## config.mk

```make
export PLATFORM = sky130hd
export DESIGN_NAME = rgb_fade_sequencer_top
export DESIGN_NICKNAME = d
export VERILOG_FILES = /design/src/rtl/core/rfs_pkg.sv /design/src/rtl/core/rfs_ram.sv /design/src/rtl/core/rfs_div.sv /design/src/rtl/core/rgb_fade_sequencer_top.sv
export VERILOG_INCLUDE_DIRS = /design/src /design/src/rtl/core
export SDC_FILE = /design/constraint.sdc
export NUM_CORES = 1
export LEC_CHECK = 0
export BUFFER_PORTS_ARGS = -buffer_cell sky130_fd_sc_hd__buf_2
export CORE_MARGIN = 1.5
export CORE_UTILIZATION = 60
export CTS_CLUSTER_DIAMETER = 100
export DETAILED_ROUTE_END_ITERATION = 6
export GPL_TIMING_DRIVEN = 0
export PLACE_DENSITY = 0.86
export SYNTH_ARGS = -nofsm -noshare
export SYNTH_HDL_FRONTEND = slang
export SYNTH_HIERARCHICAL = 1
export SYNTH_SLANG_ARGS = --single-unit
export TNS_END_PERCENT = 50
```

## constraint.sdc

```tcl
create_clock -name aclk -period 11.2 [get_ports aclk]
set_input_delay 2.24 -clock aclk [delete_from_list [all_inputs] [get_ports aclk]]
set_output_delay 2.24 -clock aclk [all_outputs]
set_load 0.1 [all_outputs]
```

## src/rtl/core/assert_macros.svh

```systemverilog
// ============================================================================
// assert_macros.svh
// Shared assertion macros for the RGB fade sequencer RTL.
// ============================================================================
`ifndef ASSERT_MACROS_SVH
`define ASSERT_MACROS_SVH

// Same-cycle implication, disabled while reset is asserted.
`define RFS_ASSERT_IMP(label, clk, rstn, ante, cons, msg) \
    label: assert property (@(posedge clk) disable iff (!rstn) (ante) |-> (cons)) \
        else $error(msg);

// Next-cycle implication, disabled while reset is asserted.
`define RFS_ASSERT_NXT(label, clk, rstn, ante, cons, msg) \
    label: assert property (@(posedge clk) disable iff (!rstn) (ante) |=> (cons)) \
        else $error(msg);

`endif

```

## src/rtl/core/rfs_pkg.sv

```systemverilog
// ============================================================================
// rfs_pkg
// Types and constants shared by the RGB fade sequencer modules.
// ============================================================================
package rfs_pkg;

    // Default sizing of the block.
    localparam int TABLE_DEPTH_DEF    = 16;
    localparam int TICKS_PER_STEP_DEF = 10;

    // Field widths.
    localparam int ACTION_W     = 2;
    localparam int INDEX_W      = 4;
    localparam int INTERVAL_W   = 6;
    localparam int COLOR_W      = 8;
    localparam int ACC_W        = 16;
    localparam int STEP_W       = ACC_W + 1;
    localparam int SEQ_LEN_W    = 5;
    localparam int INTERVAL_MAX = (1 << INTERVAL_W) - 1;

    // Color channels: red, green, blue.
    localparam int NUM_CHAN = 3;
    localparam int CHAN_W   = 2;

    // Action codes carried in the input word.
    localparam logic [ACTION_W-1:0] ACT_TICK    = 2'd0;
    localparam logic [ACTION_W-1:0] ACT_WRITE   = 2'd1;
    localparam logic [ACTION_W-1:0] ACT_RESTART = 2'd2;

    // Input word.
    typedef struct packed {
        logic [ACTION_W-1:0]   action;
        logic [INDEX_W-1:0]    entry_index;
        logic [INTERVAL_W-1:0] entry_interval;
        logic [COLOR_W-1:0]    entry_red;
        logic [COLOR_W-1:0]    entry_green;
        logic [COLOR_W-1:0]    entry_blue;
    } rfs_in_t;

    // Result word.
    typedef struct packed {
        logic [COLOR_W-1:0] red_out;
        logic [COLOR_W-1:0] green_out;
        logic [COLOR_W-1:0] blue_out;
        logic               wrapped;
    } rfs_out_t;

    // One command table entry.
    typedef struct packed {
        logic [INTERVAL_W-1:0] interval;
        logic [COLOR_W-1:0]    red;
        logic [COLOR_W-1:0]    green;
        logic [COLOR_W-1:0]    blue;
    } rfs_entry_t;

    // Status of the serial divider.
    typedef struct packed {
        logic busy;
        logic done;
    } div_status_t;

endpackage

```

## src/rtl/core/rfs_ram.sv

```systemverilog
// ============================================================================
// rfs_ram
// Generic RAM with one write port and one registered read port.
// ============================================================================
module rfs_ram #(
    parameter int  WIDTH  = 30,
    parameter int  DEPTH  = 16,
    localparam int ADDR_W = (DEPTH > 1) ? $clog2(DEPTH) : 1
) (
    input  logic              aclk,
    input  logic              we,
    input  logic [ADDR_W-1:0] waddr,
    input  logic [WIDTH-1:0]  wdata,
    input  logic [ADDR_W-1:0] raddr,
    output logic [WIDTH-1:0]  rdata
);

    logic [WIDTH-1:0] mem [DEPTH];

    // Write port and registered read port.
    always_ff @(posedge aclk) begin
        if (we) begin
            mem[waddr] <= wdata;
        end
        rdata <= mem[raddr];
    end

endmodule

```

## src/rtl/core/rfs_div.sv

```systemverilog
// ============================================================================
// rfs_div
// Restoring unsigned divider that develops one quotient bit per cycle.
// ============================================================================
`include "assert_macros.svh"

module rfs_div #(
    parameter int DIVIDEND_W = rfs_pkg::ACC_W,
    parameter int DIVISOR_W  = 10
) (
    input  logic                     aclk,
    input  logic                     aresetn,
    input  logic                     start,
    input  logic [DIVIDEND_W-1:0]    dividend,
    input  logic [DIVISOR_W-1:0]     divisor,
    output rfs_pkg::div_status_t     status,
    output logic [DIVIDEND_W-1:0]    quotient
);

    import rfs_pkg::*;

    localparam int CNT_W = $clog2(DIVIDEND_W + 1);

    logic                  busy_reg;
    logic                  done_reg;
    logic [CNT_W-1:0]      cnt_reg;
    logic [DIVIDEND_W-1:0] num_reg;
    logic [DIVISOR_W-1:0]  rem_reg;
    logic [DIVISOR_W-1:0]  den_reg;

    logic [DIVISOR_W:0]    rem_shift;
    logic [DIVISOR_W:0]    trial;
    logic                  fits;

    // Bring down the next dividend bit and try the subtraction.
    assign rem_shift = {rem_reg, num_reg[DIVIDEND_W-1]};
    assign trial     = rem_shift - {1'b0, den_reg};
    assign fits      = ~trial[DIVISOR_W];

    // Sequencing: count the quotient bits and flag completion.
    always_ff @(posedge aclk) begin
        if (!aresetn) begin
            busy_reg <= 1'b0;
            done_reg <= 1'b0;
            cnt_reg  <= '0;
        end else begin
            done_reg <= 1'b0;
            if (start) begin
                busy_reg <= 1'b1;
                cnt_reg  <= CNT_W'(DIVIDEND_W);
            end else if (busy_reg) begin
                cnt_reg <= cnt_reg - CNT_W'(1);
                if (cnt_reg == CNT_W'(1)) begin
                    busy_reg <= 1'b0;
                    done_reg <= 1'b1;
                end
            end
        end
    end

    // Datapath: the dividend shifts out at the top while quotient bits enter below.
    always_ff @(posedge aclk) begin
        if (start) begin
            num_reg <= dividend;
            rem_reg <= '0;
            den_reg <= divisor;
        end else if (busy_reg) begin
            num_reg <= {num_reg[DIVIDEND_W-2:0], fits};
            rem_reg <= fits ? trial[DIVISOR_W-1:0] : rem_shift[DIVISOR_W-1:0];
        end
    end

    assign status.busy = busy_reg;
    assign status.done = done_reg;
    assign quotient    = num_reg;

    `RFS_ASSERT_IMP(a_rem_below_divisor, aclk, aresetn, busy_reg, rem_reg < den_reg, "partial remainder reached the divisor")

endmodule

```

## src/rtl/core/rgb_fade_sequencer_top.sv

```systemverilog
// ============================================================================
// rgb_fade_sequencer_top
// Plays a table of fade commands as linear RGB fades in 8.8 fixed point.
// Input words (s_valid/s_ready) carry an action: tick, write a table entry,
// or restart at entry 0. Every accepted word yields exactly one result word
// (m_valid/m_ready) with the current color and the wrapped flag.
// A tick inside the running fade or a table write goes to the done state and
// then loads the output register. A tick that ends an entry, or a restart,
// loads the next entry and runs a shared bit-serial divider for the three
// channel steps, unless the entry's interval is zero. A restart skips the
// snap state. One word is in work at a time; s_ready is high whenever the
// sequencer is idle, even while a finished result waits on the output
// register. If the receiver stalls, the next result waits in the sequencer
// until the output register frees up. The user writes the sequence length
// register through cfg_wr_en/cfg_wr_data only while the block is idle; the
// block does not enforce this. After reset the color is black, entry 0 is
// current with a zero budget, and the length is 1.
// ============================================================================
`include "assert_macros.svh"

module rgb_fade_sequencer_top #(
    parameter int TABLE_DEPTH    = rfs_pkg::TABLE_DEPTH_DEF,
    parameter int TICKS_PER_STEP = rfs_pkg::TICKS_PER_STEP_DEF
) (
    input  logic                           aclk,
    input  logic                           aresetn,
    input  logic                           s_valid,
    output logic                           s_ready,
    input  rfs_pkg::rfs_in_t               s_data,
    output logic                           m_valid,
    input  logic                           m_ready,
    output rfs_pkg::rfs_out_t              m_data,
    input  logic                           cfg_wr_en,
    input  logic [rfs_pkg::SEQ_LEN_W-1:0]  cfg_wr_data
);

    import rfs_pkg::*;

    localparam int ADDR_W  = (TABLE_DEPTH > 1) ? $clog2(TABLE_DEPTH) : 1;
    localparam int LEN_W   = $clog2(TABLE_DEPTH + 1);
    localparam int TICKS_W = $clog2(INTERVAL_MAX * TICKS_PER_STEP + 1);
    localparam int ENTRY_W = $bits(rfs_entry_t);

    typedef enum logic [5:0] {
        ST_IDLE    = 6'b000001,
        ST_SNAP    = 6'b000010,
        ST_LOAD    = 6'b000100,
        ST_DIV_SET = 6'b001000,
        ST_DIV_RUN = 6'b010000,
        ST_DONE    = 6'b100000
    } state_t;

    state_t                     state_reg, state_next;
    logic [ACC_W-1:0]           acc_reg [NUM_CHAN];
    logic [ACC_W-1:0]           acc_next [NUM_CHAN];
    logic signed [STEP_W-1:0]   step_reg [NUM_CHAN];
    logic signed [STEP_W-1:0]   step_next [NUM_CHAN];
    logic [COLOR_W-1:0]         target_reg [NUM_CHAN];
    logic [COLOR_W-1:0]         target_next [NUM_CHAN];
    logic [ADDR_W-1:0]          play_index_reg, play_index_next;
    logic [TICKS_W-1:0]         tick_count_reg, tick_count_next;
    logic [TICKS_W-1:0]         cmd_ticks_reg, cmd_ticks_next;
    logic [SEQ_LEN_W-1:0]       seq_len_reg;
    logic                       entry0_valid_reg, entry0_valid_next;
    logic                       rd_zero_reg;
    logic                       wrap_reg, wrap_next;
    logic [CHAN_W-1:0]          chan_reg, chan_next;
    logic                       neg_reg, neg_next;
    logic                       m_valid_reg, m_valid_next;
    rfs_out_t                   m_data_reg;

    logic                       ram_we;
    logic [ADDR_W-1:0]          rd_addr;
    logic [ENTRY_W-1:0]         ram_rdata;
    rfs_entry_t                 wr_entry;
    rfs_entry_t                 rd_entry;
    logic [LEN_W-1:0]           play_len;
    logic [ADDR_W:0]            idx_inc;
    logic [STEP_W-1:0]          diff;
    logic [ACC_W-1:0]           diff_mag;
    logic [STEP_W-1:0]          quot_ext;
    logic                       div_start;
    div_status_t                div_status;
    logic [ACC_W-1:0]           div_quot;
    logic                       out_load;

    // Command table.
    assign wr_entry.interval = s_data.entry_interval;
    assign wr_entry.red      = s_data.entry_red;
    assign wr_entry.green    = s_data.entry_green;
    assign wr_entry.blue     = s_data.entry_blue;

    rfs_ram #(
        .WIDTH (ENTRY_W),
        .DEPTH (TABLE_DEPTH)
    ) u_table (
        .aclk  (aclk),
        .we    (ram_we),
        .waddr (ADDR_W'(s_data.entry_index)),
        .wdata (wr_entry),
        .raddr (rd_addr),
        .rdata (ram_rdata)
    );

    // Entry 0 reads as zero until it is first written.
    assign rd_entry = rd_zero_reg ? '0 : rfs_entry_t'(ram_rdata);

    // Played length, clamped to one entry at least and the table depth at most.
    always_comb begin
        if (seq_len_reg == '0) begin
            play_len = LEN_W'(1);
        end else if (32'(seq_len_reg) > TABLE_DEPTH) begin
            play_len = LEN_W'(TABLE_DEPTH);
        end else begin
            play_len = LEN_W'(seq_len_reg);
        end
    end

    assign idx_inc = {1'b0, play_index_reg} + (ADDR_W + 1)'(1);

    // Signed distance to the target for the channel in work, and its magnitude.
    assign diff     = {1'b0, target_reg[chan_reg], 8'h00} - {1'b0, acc_reg[chan_reg]};
    assign diff_mag = diff[STEP_W-1] ? ACC_W'(~diff + STEP_W'(1)) : diff[ACC_W-1:0];
    assign quot_ext = {1'b0, div_quot};

    // Shared serial divider for the per-channel steps.
    rfs_div #(
        .DIVIDEND_W (ACC_W),
        .DIVISOR_W  (TICKS_W)
    ) u_div (
        .aclk     (aclk),
        .aresetn  (aresetn),
        .start    (div_start),
        .dividend (diff_mag),
        .divisor  (cmd_ticks_reg),
        .status   (div_status),
        .quotient (div_quot)
    );

    // Sequencer control.
    always_comb begin
        state_next        = state_reg;
        play_index_next   = play_index_reg;
        tick_count_next   = tick_count_reg;
        cmd_ticks_next    = cmd_ticks_reg;
        entry0_valid_next = entry0_valid_reg;
        wrap_next         = wrap_reg;
        chan_next         = chan_reg;
        neg_next          = neg_reg;
        ram_we            = 1'b0;
        rd_addr           = play_index_reg;
        div_start         = 1'b0;
        out_load          = 1'b0;
        for (int c = 0; c < NUM_CHAN; c++) begin
            acc_next[c]    = acc_reg[c];
            step_next[c]   = step_reg[c];
            target_next[c] = target_reg[c];
        end

        unique case (state_reg)
            ST_IDLE: begin
                if (s_valid) begin
                    wrap_next = 1'b0;
                    unique case (s_data.action)
                        ACT_TICK: begin
                            if (tick_count_reg < cmd_ticks_reg) begin
                                for (int c = 0; c < NUM_CHAN; c++) begin
                                    acc_next[c] = acc_reg[c] + step_reg[c][ACC_W-1:0];
                                end
                                tick_count_next = tick_count_reg + TICKS_W'(1);
                                state_next      = ST_DONE;
                            end else begin
                                state_next = ST_SNAP;
                            end
                        end
                        ACT_WRITE: begin
                            if (32'(s_data.entry_index) < TABLE_DEPTH) begin
                                ram_we = 1'b1;
                                if (s_data.entry_index == '0) begin
                                    entry0_valid_next = 1'b1;
                                end
                            end
                            state_next = ST_DONE;
                        end
                        ACT_RESTART: begin
                            play_index_next = '0;
                            rd_addr         = '0;
                            state_next      = ST_LOAD;
                        end
                        default: begin
                            state_next = ST_DONE;
                        end
                    endcase
                end
            end
            ST_SNAP: begin
                // Budget used up: land on the target and advance the sequence.
                acc_next[0] = {rd_entry.red, 8'h00};
                acc_next[1] = {rd_entry.green, 8'h00};
                acc_next[2] = {rd_entry.blue, 8'h00};
                if (32'(idx_inc) < 32'(play_len)) begin
                    play_index_next = idx_inc[ADDR_W-1:0];
                end else begin
                    play_index_next = '0;
                    wrap_next       = 1'b1;
                end
                rd_addr    = play_index_next;
                state_next = ST_LOAD;
            end
            ST_LOAD: begin
                cmd_ticks_next  = TICKS_W'(32'(rd_entry.interval) * TICKS_PER_STEP);
                tick_count_next = '0;
                target_next[0]  = rd_entry.red;
                target_next[1]  = rd_entry.green;
                target_next[2]  = rd_entry.blue;
                chan_next       = '0;
                if (rd_entry.interval == '0) begin
                    for (int c = 0; c < NUM_CHAN; c++) begin
                        step_next[c] = '0;
                    end
                    state_next = ST_DONE;
                end else begin
                    state_next = ST_DIV_SET;
                end
            end
            ST_DIV_SET: begin
                div_start  = 1'b1;
                neg_next   = diff[STEP_W-1];
                state_next = ST_DIV_RUN;
            end
            ST_DIV_RUN: begin
                if (div_status.done) begin
                    step_next[chan_reg] = neg_reg ? $signed(~quot_ext + STEP_W'(1))
                                                  : $signed(quot_ext);
                    if (chan_reg == CHAN_W'(NUM_CHAN - 1)) begin
                        state_next = ST_DONE;
                    end else begin
                        chan_next  = chan_reg + CHAN_W'(1);
                        state_next = ST_DIV_SET;
                    end
                end
            end
            ST_DONE: begin
                if (!m_valid_reg || m_ready) begin
                    out_load   = 1'b1;
                    state_next = ST_IDLE;
                end
            end
            default: begin
                state_next = ST_IDLE;
            end
        endcase
    end

    // Output register valid.
    always_comb begin
        m_valid_next = m_valid_reg;
        if (out_load) begin
            m_valid_next = 1'b1;
        end else if (m_ready) begin
            m_valid_next = 1'b0;
        end
    end

    // Control and sequencer state.
    always_ff @(posedge aclk) begin
        if (!aresetn) begin
            state_reg        <= ST_IDLE;
            play_index_reg   <= '0;
            tick_count_reg   <= '0;
            cmd_ticks_reg    <= '0;
            seq_len_reg      <= SEQ_LEN_W'(1);
            entry0_valid_reg <= 1'b0;
            rd_zero_reg      <= 1'b0;
            wrap_reg         <= 1'b0;
            chan_reg         <= '0;
            neg_reg          <= 1'b0;
            m_valid_reg      <= 1'b0;
            for (int c = 0; c < NUM_CHAN; c++) begin
                acc_reg[c]  <= '0;
                step_reg[c] <= '0;
            end
        end else begin
            state_reg        <= state_next;
            play_index_reg   <= play_index_next;
            tick_count_reg   <= tick_count_next;
            cmd_ticks_reg    <= cmd_ticks_next;
            entry0_valid_reg <= entry0_valid_next;
            rd_zero_reg      <= (rd_addr == '0) && !entry0_valid_reg;
            wrap_reg         <= wrap_next;
            chan_reg         <= chan_next;
            neg_reg          <= neg_next;
            m_valid_reg      <= m_valid_next;
            if (cfg_wr_en) begin
                seq_len_reg <= cfg_wr_data;
            end
            for (int c = 0; c < NUM_CHAN; c++) begin
                acc_reg[c]  <= acc_next[c];
                step_reg[c] <= step_next[c];
            end
        end
    end

    // Payload registers.
    always_ff @(posedge aclk) begin
        for (int c = 0; c < NUM_CHAN; c++) begin
            target_reg[c] <= target_next[c];
        end
        if (out_load) begin
            m_data_reg.red_out   <= acc_reg[0][ACC_W-1:ACC_W-COLOR_W];
            m_data_reg.green_out <= acc_reg[1][ACC_W-1:ACC_W-COLOR_W];
            m_data_reg.blue_out  <= acc_reg[2][ACC_W-1:ACC_W-COLOR_W];
            m_data_reg.wrapped   <= wrap_reg;
        end
    end

    assign s_ready = (state_reg == ST_IDLE);
    assign m_valid = m_valid_reg;
    assign m_data  = m_data_reg;

    `RFS_ASSERT_IMP(a_div_budget_nonzero, aclk, aresetn, (state_reg == ST_DIV_SET) || (state_reg == ST_DIV_RUN), cmd_ticks_reg != '0, "divider runs with a zero tick budget")
    `RFS_ASSERT_IMP(a_tick_in_budget, aclk, aresetn, state_reg == ST_IDLE, tick_count_reg <= cmd_ticks_reg, "tick count ran past the budget")
    `RFS_ASSERT_IMP(a_wrap_at_entry0, aclk, aresetn, (state_reg == ST_DONE) && wrap_reg, play_index_reg == '0, "wrapped flagged away from entry 0")
    `RFS_ASSERT_NXT(a_div_started, aclk, aresetn, state_reg == ST_DIV_SET, div_status.busy, "divider did not start")

endmodule
```

==> flow_metrics.env, run 1 <==
export IMPL_relSlewSlack_pct=17.6
export IMPL_gr_total_overflow=0
export IMPL_grt_pass1_wl_mm=129
export IMPL_cts_tree="yes"
export IMPL_die_width_um=236
export IMPL_hold_viol_final=0
export IMPL_comb_power_share_pct=5.7
export IMPL_ant_nets=0
export IMPL_startpoint="s_valid"
export IMPL_gp_congestion=0.977
export IMPL_p_per_area_nw_per_um2=159
export IMPL_setup_tns_ps=0
export IMPL_clk_latency_ps=640
export IMPL_drtIter0Drc=2369
export IMPL_area_delta_synth_final_pct=13.2
export IMPL_startpoint_type="input pin"
export IMPL_run_status="completed"
export IMPL_endpoint_kind="register"
export IMPL_p_seq_share_pct=51.5
export IMPL_hold_buffers=0
export IMPL_syn_area_um2=32500
export IMPL_fin_crit_sh_pct=47.7
export IMPL_cap_violations=0
export IMPL_rr_worst_depth=16
export IMPL_whs_ps=468
export IMPL_p_switching_mw=1.33
export IMPL_grt_pass1_vias=21500
export IMPL_leakagePower_nw=12.7
export IMPL_crit_required_ps=11530
export IMPL_fill_cells=3394
export IMPL_critPathKind="in2reg"
export IMPL_drive_gt1_share_pct=14.8
export IMPL_avgSynthCellArea_um2=14.2
export IMPL_swShare_pct=22.9
export IMPL_die_height_um=236
export IMPL_drt_total_wl_mm=85.9
export IMPL_skew_ps=30.9
export IMPL_synth_cells=2289
export IMPL_numCtsBuffers=76
export IMPL_clock_sinks=741
export IMPL_layout_min_cycle_time_ps=5340
export IMPL_ios=73
export IMPL_holdCritPathClass="reg2reg"
export IMPL_cts_setup_buffers=0
export IMPL_crit_path_end="u_table/mem[4][4]"
export IMPL_synth_fp_nets=2432
export IMPL_drc=0
export IMPL_clkPwrFrac_pct=42.8
export IMPL_rsz0062_at_grt="false"
export IMPL_cts_htree_levels=3
export IMPL_largest_reg_flops=480
export IMPL_vdd_ir_drop_max_uv=157
export IMPL_antenna_found_initial=6
export IMPL_clk_pin_slew_worst_paths_ps=60
export IMPL_arrival_ps=5670
export IMPL_rrSetupSlack_ps=6340
export IMPL_final_setup_viol_count=0
export IMPL_ys_warn_count=6
export IMPL_worstPathMaxFanout=10
export IMPL_place_hpwl_mm=56.6
export IMPL_grt_usage_pct=31.2
export IMPL_core_area_um2=53600
export IMPL_wl_per_cell_um=26.6
export IMPL_nets=2608
export IMPL_p_int_mw=4.49
export IMPL_cts_repair_resized=0
export IMPL_grt_max_degree=34
export IMPL_cts_root_buf="clkbuf_16"
export IMPL_die_area_um2=55500
export IMPL_first_pass_iters=6
export IMPL_ctsLongestPathBuffers=3
export IMPL_std_cell_rows=85
export IMPL_maxSlewViolCount=0
export IMPL_start_util_pct=60.6
export IMPL_fin_total_pwr_mw=5.82
export IMPL_r2r_end="u_div/quotient[6]"
export IMPL_tightest_slew_ps=1230
export IMPL_vias=21100
export IMPL_viasPerCell=6.54
export IMPL_max_clock_freq_ghz=0.187
export IMPL_numPortBuffers=71
-- per-layer routing --
layer | up-vias | GRT usage [%] | part of all wire, %
met2 | 1283 | 53.5 | 50
met1 | 10400 | 38.0 | 36
met3 | 270 | 5.92 | 9.3
met4 | 6 | 15.7 | 4.8
li1 | 9125 | - | -
met5 | - | 0 | 0.042
-- cells in the final DEF, fill, tap and decap left out, types with 19 or more instances in the layout --
| cell | instances |
|---|---|
| a21oi_1 | 118 |
| a22oi_1 | 85 |
| buf_2 | 81 |
| clkbuf_1 | 83 |
| clkbuf_16 | 78 |
| dfxtp_1 | 186 |
| edfxtp_1 | 555 |
| ha_1 | 92 |
| inv_1 | 59 |
| mux2_2 | 20 |
| mux2i_1 | 30 |
| mux4_1 | 54 |
| mux4_2 | 66 |
| nand2_1 | 173 |
| nand2b_1 | 19 |
| nand3_1 | 36 |
| nor2_1 | 182 |
| nor2b_1 | 47 |
| nor3_1 | 33 |
| o21ai_0 | 72 |
| xnor2_1 | 55 |
| xor2_1 | 42 |
-- through the flow --
step,utilization [%],worst slack [ps],cells,area (µm²)
after floorplan,-,5340,2289,32500
after global placement,62.9,2670,3056,33700
after detailed placement,63.9,5520,3082,34300
after CTS,68.5,5940,3223,36700
after global routing,68.5,5740,3225,36700
final,68.6,5860,3228,36700
-- power groups by stage --
stage	combinational, mW	sequential (mW)	clock [mW]
5_1_grt	0.355	3.00	2.63
6_report	0.331	3.00	2.49
2_1_floorplan	0.198	3.08	0
3_5_place_dp	0.321	3.06	0
4_1_cts	0.327	3.00	2.52
3_3_place_gp	0.301	3.06	0
-- layout make-up --
type | instances | area, µm² | area share (%)
Antenna cell | 4 | 10.0 | 0.0272
Buffer | 101 | 604 | 1.64
Clock buffer | 103 | 2150 | 5.84
Clock inverter | 38 | 313 | 0.851
Inverter | 60 | 225 | 0.613
Multi-Input combinational cell | 1387 | 11400 | 30.9
Sequential cell | 741 | 20400 | 55.5
Tap cell | 696 | 871 | 2.37
Timing Repair Buffer | 98 | 822 | 2.24
-- critical path, cell delays in order --
cell	delay (ps)
buf_2	110
nand4_1	190
nor3b_1	1050
nand3b_1	570
nor3_2	790
buf_6	280
buf_4	240
buf_6	180
-- worst min-delay path by stage --
stage / startpoint / end / depth (start not counted)
3_5_place_dp: wrap_reg / m_data[0] / 0
6_report: wrap_reg / m_data[0] / 0
2_1_floorplan: cmd_ticks_reg[6] / u_div/den_reg[6] / 0
5_1_grt: wrap_reg / m_data[0] / 0
3_3_place_gp: cmd_ticks_reg[6] / u_div/den_reg[6] / 0
4_1_cts: wrap_reg / m_data[0] / 0
No activity file was read; power rests on OpenSTA's default activity.
==> run 2: changes to the inputs <==
- CORE_UTILIZATION: 60 -> 57
- PLACE_DENSITY: 0.86 -> 0.85
- clock period: 11.2 -> 4.4 ns (I/O delays scaled with it)
==> run 2 against run 1 <==
  * Sequential power rose to 2.5 times the previous value
  * Combinational power rose to 2.6 times the previous value
  * Critical path type is now reg2reg
  * Largest power group unchanged
  * Flip-flop and latch count unchanged
==> flow_metrics.env, run 2 (synthesized netlist as in run 1, its figures left out) <==
export IMPL_run_status="completed"
export IMPL_vias=21000
export IMPL_whs_ps=476
export IMPL_viasPerCell=6.41
export IMPL_tightest_slew_ps=1420
export IMPL_first_pass_iters=6
export IMPL_grt_max_degree=34
export IMPL_maxSlewViolCount=0
export IMPL_gr_total_overflow=0
export IMPL_stdcell_area_um2=36700
export IMPL_holdCritPathClass="reg2reg"
export IMPL_cts_htree_levels=3
export IMPL_drive_gt1_share_pct=14.8
export IMPL_hold_viol_final=0
export IMPL_cts_tree="yes"
export IMPL_fin_total_pwr_mw=14.5
export IMPL_gr_usage_met3_pct=5.43
export IMPL_utilization_pct=65.1
export IMPL_arrival_ps=4850
export IMPL_final_common_cell="edfxtp_1"
export IMPL_std_cell_rows=87
export IMPL_leakagePower_nw=12.6
export IMPL_ant_nets=0
export IMPL_area_delta_synth_final_pct=13.0
export IMPL_clk_latency_ps=650
export IMPL_critPathKind="reg2reg"
export IMPL_place_hpwl_mm=57.0
export IMPL_layout_min_cycle_time_ps=4290
export IMPL_grtUsageMet2_pct=50.6
export IMPL_ios=73
export IMPL_nets=2604
export IMPL_numCtsBuffers=74
export IMPL_grt_pass1_vias=21400
export IMPL_cap_violations=0
export IMPL_rsz0062_at_grt="false"
export IMPL_worstPathMaxFanout=10
export IMPL_largest_reg_flops=480
export IMPL_placed_cells=3141
export IMPL_endpoint_kind="register"
export IMPL_p_per_area_nw_per_um2=396
export IMPL_drtIter0Drc=2221
export IMPL_die_height_um=242
export IMPL_clock_sinks=741
export IMPL_cts_root_buf="clkbuf_16"
export IMPL_final_setup_viol_count=0
export IMPL_drc=0
export IMPL_die_area_um2=58400
export IMPL_placed_area_um2=34400
export IMPL_antenna_found_initial=4
export IMPL_core_area_um2=56400
export IMPL_wl_per_cell_um=26.1
export IMPL_busiest_layer="met2"
export IMPL_fin_crit_sh_pct=97.6
export IMPL_mostFrequentLayoutCells="edfxtp_1 (555), dfxtp_1 (186), nor2_1 (182)"
export IMPL_start_util_pct=57.6
export IMPL_skew_ps=35.9
export IMPL_ctsLongestPathBuffers=3
export IMPL_numPortBuffers=71
export IMPL_max_clock_freq_ghz=0.233
export IMPL_hold_buffers=0
export IMPL_met1_usage_pct=35.4
export IMPL_grt_usage_pct=29.3
export IMPL_fill_cells=3921
export IMPL_rr_startpoint="play_index_reg[0]"
export IMPL_min_from="cmd_ticks_reg[1]"
export IMPL_drt_total_wl_mm=85.3
export IMPL_startpoint="play_index_reg[0]"
export IMPL_die_width_um=242
export IMPL_vdd_ir_drop_max_uv=410
export IMPL_grt_pass1_wl_mm=129
export IMPL_crit_required_ps=4960
export IMPL_final_cells=3273
export IMPL_startpoint_type="register"
export IMPL_clk_pin_slew_worst_paths_ps=60
export IMPL_relSlewSlack_pct=4.50
export IMPL_gp_congestion=0.938
run 2: through the flow:
| step | worst slack, ps | TNS, ps |
|---|---|---|
| global placement | -2440 | -547560 |
| detailed placement | -92.2 | -153 |
| CTS | 23.5 | 0 |
| finish | 108 | 0 |
| global route | 18.0 | 0 |
| floorplan | 213 | 0 |
run 2: what timing repair did:
item / CTS / global route
endpoints found under the setup margin: 8 / 38
pin swaps: 0 / 1
resized for setup: 1 / 14
setup buffers: 0 / 1
run 2: layout make-up:
| class | instances | area, µm² | share of cell area (%) |
|---|---|---|---|
| Sequential cell | 741 | 20400 | 55.6 |
| Multi-Input combinational cell | 1387 | 11400 | 31.0 |
| Clock buffer | 91 | 1930 | 5.25 |
| Tap cell | 756 | 946 | 2.58 |
| Timing Repair Buffer | 97 | 868 | 2.37 |
| Buffer | 100 | 608 | 1.66 |
| Clock inverter | 40 | 349 | 0.951 |
| Inverter | 60 | 225 | 0.614 |
| Antenna cell | 1 | 2.50 | 0.00682 |
run 2: final timing paths:
kind                 endpoint  slack (ps)  depth (start not counted)
min          u_div/den_reg[1]         480                          0
min reg2reg  u_div/den_reg[1]         480                          0
max          u_table/rdata[6]         110                         11
max reg2reg  u_table/rdata[6]         110                         11
run 2: critical path: stages (launching register included):
cell and delay (ps):
dfxtp_1 420, ha_1 280, xor2_1 220, ha_1 270, a21o_1 160, a21oi_1 170, o21ai_0 130, o21ai_0 780
nor2b_1 400, clkbuf_1 820, a22oi_1 340, nand2_1 200
run 2: report_power, final:
group	switching [mW]	leakage [nW]	internal [mW]
clock network	2.76	1.10	3.28
logic	0.569	5.05	0.286
registers	0.0632	6.49	7.58
total	3.39	12.6	11.1
run 2: layer usage:
layer  share of wire (%)  vias to the layer above  wire, µm
met1                  37                    10400     31300
met3                 7.7                      278      6540
met2                  51                     1195     43100
met4                 5.0                        6      4280
li1                    -                     9115         -
met5               0.052                        -        44
